--- src/rtl/key_value_line_tokenizer_assert.svh ---
// ----------------------------------------------------------------------------
// Assertion macros for the key/value line tokenizer
// Concurrent checks clocked on the rising edge and held off during reset.
// ----------------------------------------------------------------------------
`ifndef KEY_VALUE_LINE_TOKENIZER_ASSERT_SVH
`define KEY_VALUE_LINE_TOKENIZER_ASSERT_SVH

`ifndef SYNTHESIS

// property that must hold at every edge out of reset
`define KVLT_ASSERT(label, clk, rst_n, prop, msg) \
    label: assert property (@(posedge clk) disable iff (!rst_n) prop) else $error(msg);

// consequence that must hold after the antecedent, as a non-overlapping implication
`define KVLT_ASSERT_NEXT(label, clk, rst_n, ante, cons, msg) \
    label: assert property (@(posedge clk) disable iff (!rst_n) (ante) |=> (cons)) \
        else $error(msg);

`else

`define KVLT_ASSERT(label, clk, rst_n, prop, msg)
`define KVLT_ASSERT_NEXT(label, clk, rst_n, ante, cons, msg)

`endif

`endif

--- src/rtl/kvlt_pkg.sv ---
// ----------------------------------------------------------------------------
// kvlt_pkg
// Widths, codes, result record and character class helpers of the tokenizer.
// ----------------------------------------------------------------------------
package kvlt_pkg;

    localparam int MAX_FILE_BYTES = 1048576;
    localparam int OFFSET_W       = $clog2(MAX_FILE_BYTES + 1);
    localparam logic [OFFSET_W-1:0] MAX_OFF = OFFSET_W'(MAX_FILE_BYTES);

    localparam int BYTE_W   = 8;
    localparam int KIND_W   = 2;
    localparam int CODE_W   = 3;

    // result queue
    localparam int FIFO_DEPTH = 4;
    localparam int PTR_W      = $clog2(FIFO_DEPTH);
    localparam int CNT_W      = $clog2(FIFO_DEPTH + 1);

    localparam logic [BYTE_W-1:0] CHAR_HASH = 8'h23;
    localparam logic [BYTE_W-1:0] CHAR_NL   = 8'h0A;

    typedef enum logic [KIND_W-1:0] {
        KIND_PAIR  = 2'd0,
        KIND_ERROR = 2'd1,
        KIND_DONE  = 2'd2
    } t_kind;

    typedef enum logic [CODE_W-1:0] {
        ERR_PRE_KEY  = 3'd0,
        ERR_NO_VALUE = 3'd1,
        ERR_KEY_BYTE = 3'd2,
        ERR_PRE_ARG  = 3'd3,
        ERR_ARG_BYTE = 3'd4
    } t_err;

    typedef enum logic [5:0] {
        MODE_PRE  = 6'b000001,
        MODE_KEY  = 6'b000010,
        MODE_GAP  = 6'b000100,
        MODE_ARG  = 6'b001000,
        MODE_TAIL = 6'b010000,
        MODE_HALT = 6'b100000
    } t_mode;

    typedef struct packed {
        logic [KIND_W-1:0]   kind;
        logic [OFFSET_W-1:0] key_begin;
        logic [OFFSET_W-1:0] key_finish;
        logic [OFFSET_W-1:0] arg_begin;
        logic [OFFSET_W-1:0] arg_finish;
        logic [CODE_W-1:0]   code;
        logic [OFFSET_W-1:0] line;
        logic [OFFSET_W-1:0] column;
        logic                last;
    } t_result;

    function automatic logic [OFFSET_W-1:0] sat_inc(input logic [OFFSET_W-1:0] v);
        return (v >= MAX_OFF) ? MAX_OFF : v + OFFSET_W'(1);
    endfunction

    function automatic logic is_graph(input logic [BYTE_W-1:0] b);
        return b inside {[8'h21:8'h7E]};
    endfunction

    function automatic logic is_space(input logic [BYTE_W-1:0] b);
        return b inside {[8'h09:8'h0D], 8'h20};
    endfunction

endpackage

--- src/rtl/key_value_line_tokenizer.sv ---
// ----------------------------------------------------------------------------
// key_value_line_tokenizer
// Scans a text one byte per request, reports key/argument offsets per line,
// syntax errors with line and column, and a done record at end of file
// unless the file had an error.
//  channel   direction  handshake           payload
//  bytes     in         i_valid / o_ready   i_text_byte, i_final_byte
//  results   out        o_valid / i_ready   o_result_kind .. o_last_of_run
//
//  One byte is taken every cycle while o_ready is high; the parse state steps
//  in the same cycle. A byte yields zero, one or two results, written into a
//  four-entry result queue; o_ready is high while the queue holds two entries
//  or fewer, so a two-result byte never overruns it. A slow result side stalls
//  bytes only once the queue holds more than two entries. Synchronous reset
//  returns the parser to the start of a file and empties the queue; no clearing pass is needed.
// ----------------------------------------------------------------------------
`include "key_value_line_tokenizer_assert.svh"

module key_value_line_tokenizer (
    input  logic                              i_clk,
    input  logic                              i_rst_n,
    input  logic                              i_valid,
    output logic                              o_ready,
    input  logic [kvlt_pkg::BYTE_W-1:0]       i_text_byte,
    input  logic                              i_final_byte,
    output logic                              o_valid,
    input  logic                              i_ready,
    output logic [kvlt_pkg::KIND_W-1:0]       o_result_kind,
    output logic [kvlt_pkg::OFFSET_W-1:0]     o_key_begin,
    output logic [kvlt_pkg::OFFSET_W-1:0]     o_key_finish,
    output logic [kvlt_pkg::OFFSET_W-1:0]     o_arg_begin,
    output logic [kvlt_pkg::OFFSET_W-1:0]     o_arg_finish,
    output logic [kvlt_pkg::CODE_W-1:0]       o_error_code,
    output logic [kvlt_pkg::OFFSET_W-1:0]     o_error_line,
    output logic [kvlt_pkg::OFFSET_W-1:0]     o_error_column,
    output logic                              o_last_of_run
);
    import kvlt_pkg::*;

    // parse state
    t_mode               r_mode, n_mode;
    logic [OFFSET_W-1:0] r_byte_offset, n_byte_offset;
    logic [OFFSET_W-1:0] r_line_number, n_line_number;
    logic [OFFSET_W-1:0] r_line_begin, n_line_begin;
    logic [OFFSET_W-1:0] r_key_start, n_key_start;
    logic [OFFSET_W-1:0] r_key_end, n_key_end;
    logic [OFFSET_W-1:0] r_arg_start, n_arg_start;
    logic [OFFSET_W-1:0] r_arg_last, n_arg_last;

    // result queue
    t_result             r_fifo [FIFO_DEPTH];
    logic [PTR_W-1:0]    r_wr_ptr, n_wr_ptr;
    logic [PTR_W-1:0]    r_rd_ptr, n_rd_ptr;
    logic [CNT_W-1:0]    r_count, n_count;

    logic                in_acc;
    logic                out_acc;

    // stepped state, before the end-of-file reset
    t_mode               step_mode;
    logic [OFFSET_W-1:0] step_line_number;
    logic [OFFSET_W-1:0] step_line_begin;
    logic [OFFSET_W-1:0] step_key_start;
    logic [OFFSET_W-1:0] step_key_end;
    logic [OFFSET_W-1:0] step_arg_start;
    logic [OFFSET_W-1:0] step_arg_last;
    logic [OFFSET_W-1:0] off;
    logic [OFFSET_W-1:0] nxt;
    logic                graph, space, nl, hash;
    logic                newline_seen;

    logic                case_v, case_pair;
    t_err                case_code;
    logic                fin_v0, fin_v1;
    t_result             pair_res, done_res, case_res, fin_err_res;
    t_result             fin_res0, fin_res1;
    t_result             res0, res1;
    logic                res0_v, res1_v;

    function automatic t_result make_error(input t_err code,
                                           input logic [OFFSET_W-1:0] pos,
                                           input logic [OFFSET_W-1:0] line,
                                           input logic [OFFSET_W-1:0] lbeg);
        t_result r;
        r        = '0;
        r.kind   = KIND_ERROR;
        r.code   = code;
        r.line   = line;
        r.column = (pos >= lbeg) ? pos - lbeg : '0;
        return r;
    endfunction

    assign in_acc  = i_valid && o_ready;
    assign out_acc = o_valid && i_ready;
    assign o_ready = r_count <= CNT_W'(FIFO_DEPTH - 2);
    assign o_valid = r_count != '0;

    always_comb begin
        off   = r_byte_offset;
        nxt   = sat_inc(off);
        graph = is_graph(i_text_byte);
        space = is_space(i_text_byte);
        nl    = i_text_byte == CHAR_NL;
        hash  = i_text_byte == CHAR_HASH;

        step_mode      = r_mode;
        step_key_start = r_key_start;
        step_key_end   = r_key_end;
        step_arg_start = r_arg_start;
        step_arg_last  = r_arg_last;
        newline_seen   = 1'b0;
        case_v         = 1'b0;
        case_pair      = 1'b0;
        case_code      = ERR_PRE_KEY;

        case (r_mode)
            MODE_PRE: begin
                if (hash) begin
                    step_mode = MODE_TAIL;
                end else if (graph) begin
                    step_mode      = MODE_KEY;
                    step_key_start = off;
                end else if (nl) begin
                    newline_seen = 1'b1;
                end else if (!space) begin
                    case_v    = 1'b1;
                    case_code = ERR_PRE_KEY;
                    step_mode = MODE_HALT;
                end
            end
            MODE_KEY: begin
                if (nl || hash) begin
                    case_v    = 1'b1;
                    case_code = ERR_NO_VALUE;
                    step_mode = MODE_HALT;
                end else if (space) begin
                    step_key_end = off;
                    step_mode    = MODE_GAP;
                end else if (!graph) begin
                    case_v    = 1'b1;
                    case_code = ERR_KEY_BYTE;
                    step_mode = MODE_HALT;
                end
            end
            MODE_GAP: begin
                if (nl || hash) begin
                    case_v    = 1'b1;
                    case_code = ERR_NO_VALUE;
                    step_mode = MODE_HALT;
                end else if (graph) begin
                    step_arg_start = off;
                    step_arg_last  = off;
                    step_mode      = MODE_ARG;
                end else if (!space) begin
                    case_v    = 1'b1;
                    case_code = ERR_PRE_ARG;
                    step_mode = MODE_HALT;
                end
            end
            MODE_ARG: begin
                if (nl) begin
                    case_v       = 1'b1;
                    case_pair    = 1'b1;
                    step_mode    = MODE_PRE;
                    newline_seen = 1'b1;
                end else if (hash) begin
                    case_v    = 1'b1;
                    case_pair = 1'b1;
                    step_mode = MODE_TAIL;
                end else if (graph) begin
                    step_arg_last = off;
                end else if (!space) begin
                    case_v    = 1'b1;
                    case_code = ERR_ARG_BYTE;
                    step_mode = MODE_HALT;
                end
            end
            MODE_TAIL: begin
                if (nl) begin
                    step_mode    = MODE_PRE;
                    newline_seen = 1'b1;
                end
            end
            default: begin
                step_mode = MODE_HALT;
            end
        endcase

        step_line_number = newline_seen ? sat_inc(r_line_number) : r_line_number;
        step_line_begin  = newline_seen ? nxt : r_line_begin;

        // pair fields are untouched on the bytes that close a pair mid-line
        pair_res            = '0;
        pair_res.kind       = KIND_PAIR;
        pair_res.key_begin  = step_key_start;
        pair_res.key_finish = step_key_end;
        pair_res.arg_begin  = step_arg_start;
        pair_res.arg_finish = sat_inc(step_arg_last);

        done_res      = '0;
        done_res.kind = KIND_DONE;

        case_res = case_pair ? pair_res
                             : make_error(case_code, off, step_line_number, step_line_begin);
        fin_err_res = make_error(ERR_NO_VALUE, nxt, step_line_number, step_line_begin);

        // end-of-file records, ordered
        fin_v0   = 1'b0;
        fin_v1   = 1'b0;
        fin_res0 = done_res;
        fin_res1 = done_res;
        if (i_final_byte) begin
            case (step_mode)
                MODE_ARG: begin
                    fin_v0   = 1'b1;
                    fin_v1   = 1'b1;
                    fin_res0 = pair_res;
                end
                MODE_KEY, MODE_GAP: begin
                    fin_v0   = 1'b1;
                    fin_res0 = fin_err_res;
                end
                MODE_PRE, MODE_TAIL: begin
                    fin_v0 = 1'b1;
                end
                default: begin
                    fin_v0 = 1'b0;
                end
            endcase
        end

        res0   = case_v ? case_res : fin_res0;
        res0_v = case_v || fin_v0;
        res1   = case_v ? fin_res0 : fin_res1;
        res1_v = case_v ? fin_v0 : fin_v1;
        res0.last = !res1_v;
        res1.last = 1'b1;

        if (i_final_byte) begin
            n_mode        = MODE_PRE;
            n_byte_offset = '0;
            n_line_number = OFFSET_W'(1);
            n_line_begin  = '0;
            n_key_start   = '0;
            n_key_end     = '0;
            n_arg_start   = '0;
            n_arg_last    = '0;
        end else begin
            n_mode        = step_mode;
            n_byte_offset = nxt;
            n_line_number = step_line_number;
            n_line_begin  = step_line_begin;
            n_key_start   = step_key_start;
            n_key_end     = step_key_end;
            n_arg_start   = step_arg_start;
            n_arg_last    = step_arg_last;
        end

        n_wr_ptr = r_wr_ptr + PTR_W'(in_acc && res0_v) + PTR_W'(in_acc && res1_v);
        n_rd_ptr = r_rd_ptr + PTR_W'(out_acc);
        n_count  = r_count + CNT_W'(in_acc && res0_v) + CNT_W'(in_acc && res1_v)
                 - CNT_W'(out_acc);
    end

    always_ff @(posedge i_clk) begin
        if (!i_rst_n) begin
            r_mode        <= MODE_PRE;
            r_byte_offset <= '0;
            r_line_number <= OFFSET_W'(1);
            r_line_begin  <= '0;
            r_key_start   <= '0;
            r_key_end     <= '0;
            r_arg_start   <= '0;
            r_arg_last    <= '0;
            r_wr_ptr      <= '0;
            r_rd_ptr      <= '0;
            r_count       <= '0;
        end else begin
            if (in_acc) begin
                r_mode        <= n_mode;
                r_byte_offset <= n_byte_offset;
                r_line_number <= n_line_number;
                r_line_begin  <= n_line_begin;
                r_key_start   <= n_key_start;
                r_key_end     <= n_key_end;
                r_arg_start   <= n_arg_start;
                r_arg_last    <= n_arg_last;
            end
            r_wr_ptr <= n_wr_ptr;
            r_rd_ptr <= n_rd_ptr;
            r_count  <= n_count;
        end
    end

    always_ff @(posedge i_clk) begin
        if (in_acc && res0_v) begin
            r_fifo[r_wr_ptr] <= res0;
        end
        if (in_acc && res1_v) begin
            r_fifo[r_wr_ptr + PTR_W'(1)] <= res1;
        end
    end

    assign o_result_kind  = r_fifo[r_rd_ptr].kind;
    assign o_key_begin    = r_fifo[r_rd_ptr].key_begin;
    assign o_key_finish   = r_fifo[r_rd_ptr].key_finish;
    assign o_arg_begin    = r_fifo[r_rd_ptr].arg_begin;
    assign o_arg_finish   = r_fifo[r_rd_ptr].arg_finish;
    assign o_error_code   = r_fifo[r_rd_ptr].code;
    assign o_error_line   = r_fifo[r_rd_ptr].line;
    assign o_error_column = r_fifo[r_rd_ptr].column;
    assign o_last_of_run  = r_fifo[r_rd_ptr].last;

    `KVLT_ASSERT(a_fifo_bound, i_clk, i_rst_n, r_count <= CNT_W'(FIFO_DEPTH), "result queue overrun")
    `KVLT_ASSERT(a_halt_quiet, i_clk, i_rst_n, (in_acc && r_mode == MODE_HALT) |-> !res0_v, "halted parse produced a result")
    `KVLT_ASSERT(a_done_last, i_clk, i_rst_n, (o_valid && o_result_kind == KIND_DONE) |-> o_last_of_run, "done record not last of run")
    `KVLT_ASSERT(a_offset_sat, i_clk, i_rst_n, r_byte_offset <= MAX_OFF && r_line_number <= MAX_OFF, "counter past saturation")
    `KVLT_ASSERT_NEXT(a_eof_reset, i_clk, i_rst_n, in_acc && i_final_byte, r_mode == MODE_PRE && r_byte_offset == '0, "state not restarted after end of file")

endmodule
--- config.mk ---
export PLATFORM = sky130hd
export DESIGN_NAME = key_value_line_tokenizer
export DESIGN_NICKNAME = d
export VERILOG_FILES = /design/src/rtl/kvlt_pkg.sv /design/src/rtl/key_value_line_tokenizer.sv
export VERILOG_INCLUDE_DIRS = /design/src /design/src/rtl
export SDC_FILE = /design/constraint.sdc
export NUM_CORES = 1
export LEC_CHECK = 0
export BUFFER_PORTS_ARGS = -buffer_cell sky130_fd_sc_hd__buf_2
export CAP_MARGIN = 20
export CORE_MARGIN = 2
export CORE_UTILIZATION = 25
export DETAILED_ROUTE_END_ITERATION = 12
export SETUP_SLACK_MARGIN = 0.4
export SLEW_MARGIN = 20
export SYNTH_ARGS = -nofsm -noshare
export SYNTH_HDL_FRONTEND = slang
export SYNTH_SLANG_ARGS = --single-unit
--- constraint.sdc ---
create_clock -name i_clk -period 12.55 [get_ports i_clk]
set_input_delay 1.8825 -clock i_clk [delete_from_list [all_inputs] [get_ports i_clk]]
set_output_delay 1.8825 -clock i_clk [all_outputs]
set_load 0.02 [all_outputs]
==> flow_summary.yaml <==
status:
  status: "complete, no violations"
layout:
  syn_to_final_growth_pct: 14.6
  final_common_cell: "nor2_1"
  fill_cells: 13700
  nets: 3036
  stdcell_area_sq_um: 38500
  layout-drive-gt1-share_pct: 16.5
  final_cell_mix: "597 x nor2_1, 516 x edfxtp_1, 170 x dfxtp_1"
yosys:
  synthFlopType: "edfxtp_1"
  yosys.area.top_type: "edfxtp_1"
  synth_fp_nets: 2968
  synth_top_cells_by_area: "edfxtp_1 46%, dfxtp_1 10%, mux4_2 8.8%"
  async_reset_ff_share_pct: 0
  synthesis.area_sq_um: 33600
  synth.distinct_cells: 86
  synth-seq-cells: 688
  synth_edf_count: 516
  seq_area_frac_synth_pct: 56.3
  synthCells: 2900
  ys_warn_count: 0
  synth.top_cell.area_share_pct: 46.1
  syn_area_per_cell_sq_um: 11.6
worst_setup_path:
  end_kind: "flop"
  cp_slowest_cell: "o21a_1"
  cp_num_buf_inv: 1
  path_max_fanout: 13
  cp_cell_sequence: "buf_2, nor4_1, a21oi_1, a211oi_2, o21a_1, mux2i_1, ha_1, a211oi_1, o21bai_1, a2111oi_0, o221ai_1, or4b_2, nand3_1, a22oi_1, nor2_1"
  max_stage_delay_ns: 0.77
  critPathTopFamily: "compound AO/OA/AOI/OAI gates"
  r2r_slack_ns: 6.60
  cp-startpoint: "i_text_byte[1]"
  worst_ep_arrival_time_ns: 7.27
  worstReg2RegEnd: "r_fifo[1][3]"
  reg2reg_depth: 15
  cp-start-kind: "input port"
  path_class: "in -> reg"
  r2r_start: "off[7]"
  cp.required_ns: 13.01
place:
  place.gp.congestion: 0.910
  place_hpwl_mm: 65.8
  io_buffer_count: 146
  placed_cell_area_sq_um: 36300
  pre_cts_ws_ns: 5.20
clock_network:
  path_clk_slew_ns: 0.06
  cts_setup_buffers: 0
  cts_buffers: 71
  cts_tree: "done"
  cts_hold_buf: 0
  clock_path_buffers: 3
  cts.htree.levels: 3
  cts_root_buffer: "clkbuf_16"
  cts_resized: 0
  clkLatencyLatePin_ns: 0.64
  clock-sinks: 688
drt:
  drc: 0
  first_pass_iters: 6
  vias_per_cell: 4.87
  first_iter_violations: 2247
  wl_per_cell_microns: 20.9
  vias: 23300
  wirelength_mm: 100
  detail-route-antenna-nets: 0
global_routing:
  grt_usage_pct: 14.3
  grt_pass1_vias: 22800
  grt_pass1_wl_mm: 150
  grt_max_degree: 111
  overflow: 0
  grt_antenna_before_repair: 3
sta:
  setup_tns_ns: 0
  setup_violations: 0
  fmax_mhz: 147
  finalHoldViolCount: 0
  worstMarginPinSlew_ns: 1.08
  setup_ws_ns: 5.74
  timing_max_transition_violations_final: 0
  rsz0062_at_grt: "false"
  finClkSkew_ns: 0.0286
  period_share_pct: 54.3
  min_period_ns: 6.81
  relSlewSlack_pct: 28.1
job:
  max_cap_violations: 0
pwr:
  finalPower_mw: 6.55
  pwr-share-seq_pct: 41.7
  comb_power_share_pct: 26.3
  power_switching_mw: 2.16
  netSwitchingFraction_pct: 33.0
  clockPowerShare_pct: 32.1
  p_leak_nw: 12.5
  p_per_area_nw_per_um2: 170
  vdd_ir_drop_max_mv: 0.0958
  intPower_mw: 4.39
floorplanning:
  dieArea_sq_um: 137000
  ioPinCount: 147
  die_height_microns: 371
  coreArea_sq_um: 133000
  fp.dieW_microns: 371
  std_cell_rows: 134
  start_util_pct: 25.2
min_path:
  hold_class: "reg -> reg"
  min_to: "r_fifo[2][45]"
  worstHoldStart: "r_fifo[2][45]"
  holdPathStages: 2
## how the worst max path moves through the flow
stage                          end  cells after the start  slack (ns)
floorplan           r_fifo[1][100]                      9        2.95
global placement      r_fifo[2][3]                     15        5.24
detailed placement    r_fifo[1][3]                     15        5.20
CTS                  r_fifo[3][19]                     15        5.83
global route         r_fifo[2][19]                     15        5.34
finish               r_fifo[3][19]                     15        5.74
## synthesized netlist by cell type (9+ instances only)
cell type	count
nor2_1	602
edfxtp_1	516
dfxtp_1	172
nor2b_1	141
nand2_1	139
clkbuf_1	132
mux4_2	132
a22oi_1	126
o21ai_0	90
mux2i_1	83
a21oi_1	66
nand3_1	55
ha_1	50
nor3_1	49
or2_1	43
xnor2_1	43
xor2_1	41
buf_2	39
inv_1	37
and2_1	32
buf_1	27
nand4_1	25
or2_2	25
and3_1	22
o21a_1	17
nand2b_1	12
a21o_1	11
o211ai_1	11
nor4_1	10
a31oi_1	9
## registers in the layout, indices dropped and copies added (netlist names)
name,cells
r_count,3
r_line_number,21
r_key_start,21
r_key_end,21
r_fifo,528
r_line_begin,21
r_rd_ptr,2
r_wr_ptr,2
r_arg_last,21
r_mode,6
r_arg_start,21
off,21
## final cells by class
cell class,instances,area (sq um),area share [%]
sequential,688,18900,49.2
timing repair buffer,193,1090,2.82
clock inverter,41,385,1.00
antenna,2,5.00,0.0130
tap,1768,2210,5.74
multi-input combinational,1974,13900,36.0
clock buffer,90,1890,4.90
inverter,40,150,0.390
## worst min-delay path, cell delays in order, from the launching register on
cell     delay (ns)
dfxtp_1        0.32
nand2_1        0.06
a21oi_1        0.05
## power groups by stage
stage	Combinational (mW)	Clock (mW)	Sequential, mW
2_1_floorplan	1.12	0	2.75
3_5_place_dp	1.78	0	2.78
6_report	1.72	2.10	2.73
3_3_place_gp	1.78	0	2.77
5_1_grt	1.85	2.22	2.75
4_1_cts	1.79	2.14	2.73
## metrics by stage
step                      hold WS [ns]  instances  utilization (%)
after global placement           0.458       4663             27.2
after floorplan                  0.443       2900                -
after global routing             0.493       4794             28.9
after detailed placement         0.469       4663             27.2
final                            0.478       4796             28.9
after CTS                        0.478       4794             28.9
## cell families after synthesis
group / Yosys count / synth area share [%]
and+or+nand+nor: 1196 / 16.6
xor gates and xnor gates: 84 / 2.19
DFF: 688 / 56.3
AOI/OAI and AO/OA: 422 / 8.52
buffers and inverters: 238 / 2.80
muxes: 217 / 11.4
adders and majority gates: 55 / 2.16
## per-layer routing
layer | up-vias | global-route usage [%] | share of wire [%]
li1 | 10700 | - | -
met1 | 11700 | 19.3 | 43
met2 | 786 | 23.4 | 48
met3 | 140 | 2.60 | 6.9
met4 | 0 | 4.05 | 2.2
met5 | - | 0 | 0
(Power assumes the default switching activity.)
